==> src/hdl/fqmm_pkg.sv <==
// ----------------------------------------------------------------------------
// fqmm_pkg
// Shared constants, types and helpers for the FIFO queue with min/max report.
// ----------------------------------------------------------------------------
package fqmm_pkg;

  localparam int DEPTH      = 128;
  localparam int DATA_WIDTH = 32;
  localparam int CNT_W      = $clog2(DEPTH + 1);

  localparam logic F_INSERT  = 1'b0;
  localparam logic F_EXTRACT = 1'b1;

  typedef logic signed [DATA_WIDTH-1:0] data_t;
  typedef logic [CNT_W-1:0]             cnt_t;

  localparam data_t MIN_IDENT = {1'b0, {(DATA_WIDTH - 1){1'b1}}};
  localparam data_t MAX_IDENT = {1'b1, {(DATA_WIDTH - 1){1'b0}}};
  localparam logic signed [31:0] NEG_ONE = '1;

  typedef struct packed {
    logic load;
    logic shift;
    logic scan;
  } cell_ctl_t;

  function automatic data_t to_data(input logic signed [31:0] v);
    logic signed [63:0] w;
    w = 64'(v);
    return w[DATA_WIDTH-1:0];
  endfunction

  function automatic logic signed [31:0] to_out(input data_t d);
    logic signed [63:0] w;
    w = 64'(d);
    return w[31:0];
  endfunction

endpackage

==> src/hdl/fqmm_cell.sv <==
// ----------------------------------------------------------------------------
// fqmm_cell
// One queue slot: holds an entry, shifts toward the head on extract, and
// passes a running min/max to the next slot during the scan.
// ----------------------------------------------------------------------------
module fqmm_cell (
  input  logic                clk,
  input  fqmm_pkg::cell_ctl_t ctl,
  input  fqmm_pkg::cnt_t      fill,
  input  fqmm_pkg::cnt_t      slot,
  input  fqmm_pkg::data_t     din,
  input  fqmm_pkg::data_t     nxt,
  input  fqmm_pkg::data_t     pmin_in,
  input  fqmm_pkg::data_t     pmax_in,
  output fqmm_pkg::data_t     entry,
  output fqmm_pkg::data_t     pmin,
  output fqmm_pkg::data_t     pmax
);

  logic occ;

  assign occ = slot < fill;

  always_ff @(posedge clk) begin
    if (ctl.shift) begin
      entry <= nxt;
    end else if (ctl.load && (fill == slot)) begin
      entry <= din;
    end
  end

  always_ff @(posedge clk) begin
    if (ctl.scan) begin
      pmin <= (occ && (entry < pmin_in)) ? entry : pmin_in;
      pmax <= (occ && (entry > pmax_in)) ? entry : pmax_in;
    end
  end

endmodule

==> config.mk <==
export PLATFORM = sky130hd
export DESIGN_NAME = fqmm_cell
export DESIGN_NICKNAME = d
export VERILOG_FILES = /design/src/hdl/fqmm_pkg.sv /design/src/hdl/fqmm_cell.sv
export SDC_FILE = /design/constraint.sdc
export NUM_CORES = 1
export LEC_CHECK = 0
export ABC_CLOCK_PERIOD_IN_PS = 3400
export BUFFER_PORTS_ARGS = -buffer_cell sky130_fd_sc_hd__buf_2
export CELL_PAD_IN_SITES_DETAIL_PLACEMENT = 0
export CELL_PAD_IN_SITES_GLOBAL_PLACEMENT = 2
export CORE_UTILIZATION = 31
export DETAILED_ROUTE_END_ITERATION = 12
export PLACE_DENSITY = 0.84
export SETUP_SLACK_MARGIN = 0.15
export SKIP_CTS_REPAIR_TIMING = 1
export SYNTH_ARGS = -nofsm -noshare
export SYNTH_HDL_FRONTEND = slang
export SYNTH_SLANG_ARGS = --single-unit
==> constraint.sdc <==
create_clock -name clk -period 3.4 [get_ports clk]
set_clock_uncertainty 0.05 [all_clocks]
set_input_delay 0.51 -clock clk [delete_from_list [all_inputs] [get_ports clk]]
set_output_delay 0.51 -clock clk [all_outputs]
set_load 0.1 [all_outputs]
==> metrics.csv <==
metric,value,unit
status,finished clean,
"FFs w/ async S/R, synth",0,%
largest family of logic cells by synthesized area,compound AO/OA/AOI/OAI gates,
clock latency on the worst-skew pair,0.35,ns
DR DRC count,0,
Relative slew margins,34.1,%
Final min period,2.98,ns
iteration-0 DRC count of the detailed router,497,
most common cell in the synthesized netlist,inv_1,
CTS Buf Count,9,
nets,1273,
Hold WC Path Type,in2reg,
worst-path fanout max,72,
synth cell count leaders,"inv_1, edfxtp_1, nand3_1, ha_1, clkbuf_1",
Post-synth EDFFs,96,
cell family with most CP delay,compound AO/OA/AOI/OAI gates,
IO Pins,244,
unrepaired setup endpoints after global routing,no,
max_cap viols,0,
Die Area,0.0264,mm2
"Seq/Total Area, Yosys",36.2,%
Vias,7504,
ratio of cells with drive above 1 in the final layout,31.4,%
Worst Path Arrival,3.02,ns
Leak Pwr,4.37,nW
gp weighted congestion,0.779,
Final ANT Viol Nets,0,
Post-Route WL,25300,um
CP cell instances,ha_1 -> a21oi_1 -> o21ai_0 -> a221o_1 -> a211o_4 -> buf_12 -> nand4b_1 -> o311a_1 -> o311ai_1,
Main synth FF type,edfxtp_1,
simple-gate share of the synthesized area,17.4,%
grt total ovfl,0,
clk sinks,96,
dpl ws,0.289,ns
top routing layer used,met4,
Clock Path Buffers,2,
CTS root buf,clkbuf_16,
Final Max Slew Viols,0,
syn avg cell area,9.43,um2
fillcell total,2594,
critical path class,reg2reg,
cell count after synthesis,845,
Die Y,162,um
Yosys warnings,0,
synthesized-area fraction occupied by adder cells,11.1,%
critical path capture point type,flop,
Synth Register Bits,96,
area grow syn2layout,24.8,%
peak supply drop,249,uV
CP Buf/Inv Count,1,
Setup TNS,0,ns
DR WL met2,11300,um
largest net degree at the start of global routing,91,
fraction of synthesized area in multiplexers,4.52,%
Max Freq,0.336,GHz
"top cells by area, synth","edfxtp_1, ha_1, inv_1",
core area,0.0252,mm2
final setup fails,0,
final worst slack,0.422,ns
"slowest stage cell, crit path",edfxtp_1,
DP Wirelength,18300,um
M1 WL,12100,um
IO Port Bufs,243,
"Req. time, crit path",3.44,ns
post-synth top area share,36.2,%
complex-gate fraction of the synthesized area,21.1,%
Cells after DPL,1373,
Worst Max-Slew Pin Slew,0.988,ns
vias per inst,5.40,
crit share post-route,87.6,%
Worst-path clk slew,0.07,ns
met3 wire length,1630,um
critical path's largest stage delay,0.55,ns
CTS tree,done,
post-route insts no fill,1390,
All-Layer GR Usage,19.1,%
Starting Density,31.7,%
Cell Rows,58,
Overall Power,5.38,mW
xor/xnor share of the synthesized area,0.110,%
largest area contributor in the netlist,edfxtp_1,
Netlist cell types,47,
vias in the first global route,6881,
Pre-antenna DRT Iters,7,
Mapped Area,0.00797,mm2
Startpoint Class,flop,
pwr dens,541,mW/mm2
initial antenna violation count,3,
Routed wire per std cell,18.2,um
final hold vios,0,
H-tree levels,3,
die span in x,162,um
global-route wire length before repair,38600,um
synthesized net count,1064,
-- cell families after synthesis --
| kind of cell | after synthesis |
|---|---|
| and+or+nand+nor | 246 |
| muxes | 32 |
| xor gates and xnor gates | 1 |
| DFF | 96 |
| buffers and inverters | 182 |
| AOI/OAI and AO/OA | 217 |
| adders and majority gates | 71 |
-- through the flow --
stage          hold slack, ns  util, %  area [um2]
4_1_cts                 0.384     39.5        9940
6_report                0.401     39.5        9940
2_1_floorplan           0.572        -        7970
3_3_place_gp            0.742     38.3        9630
3_5_place_dp            0.762     38.3        9630
5_1_grt                 0.392     39.5        9940
-- power by group --
group / switching, mW / internal [mW]
sequential: 0.0980 / 1.53
clock: 0.494 / 0.637
combinational: 1.96 / 0.658
-- routing by layer --
layer	global-route usage, %	vias to the layer above
met1	27.0	3521
met2	29.6	235
met3	3.69	15
met4	4.67	0
met5	0	-
li1	-	3733
-- cells in the final DEF (no fill, tap or decap), types with 2 or more instances in the layout --
| master | n |
|---|---|
| buf_2 | 242 |
| nand2_1 | 13 |
| buf_4 | 26 |
| bufinv_16 | 2 |
| diode_2 | 2 |
| a221o_1 | 2 |
| and3_1 | 33 |
| o21ai_0 | 8 |
| nor2b_1 | 2 |
| o311ai_1 | 30 |
| nor2_1 | 35 |
| a21o_1 | 4 |
| clkinv_1 | 2 |
| nand3_1 | 73 |
| a31oi_1 | 33 |
| inv_1 | 104 |
| o21ai_4 | 2 |
| edfxtp_1 | 96 |
| o311a_1 | 32 |
| o31ai_1 | 33 |
| a211oi_1 | 2 |
| a21oi_1 | 27 |
| clkbuf_16 | 9 |
| a221oi_1 | 33 |
| o311ai_0 | 2 |
| nor3_1 | 35 |
| nand4b_1 | 32 |
| nand4_1 | 13 |
| o211ai_1 | 2 |
| ha_1 | 69 |
| mux2_2 | 32 |
| and4_1 | 2 |
| buf_12 | 7 |
-- worst reg2reg max path, cell delays in order, from the launching register on --
cell      delay [ns]
edfxtp_1        0.55
ha_1            0.36
a21oi_1         0.15
o21ai_0         0.11
a221o_1         0.34
a211o_4         0.46
buf_12          0.27
nand4b_1        0.18
o311a_1         0.17
o311ai_1        0.09
-- cell type report --
| cell class | count | area [um2] | share of cell area [%] |
|---|---|---|---|
| diodes | 2 | 5.00 | 0.0503 |
| clock buffers | 10 | 229 | 2.30 |
| repair buffers | 276 | 1560 | 15.7 |
| clock inverters | 5 | 72.6 | 0.730 |
| multi-input cells | 567 | 4390 | 44.2 |
| inverters | 104 | 390 | 3.93 |
| flip-flops and latches | 96 | 2880 | 29.0 |
| well taps | 330 | 413 | 4.15 |
-- path summary, 6_finish.rpt --
kind                                  to      start  slack, ns  cells past startpoint
worst max-delay path             pmin[4]  entry[21]       0.42                      9
worst min-delay path            entry[4]     din[4]       0.40                      2
worst max register to register   pmin[4]  entry[21]       0.42                      9
worst min register to register  pmin[29]  entry[29]       0.77                      3
-- sequential cells by signal (all words and copies together) (netlist names) --
| name | flops |
|---|---|
| entry | 32 |
| pmin | 32 |
| pmax | 32 |
(Power assumes the default switching activity.)
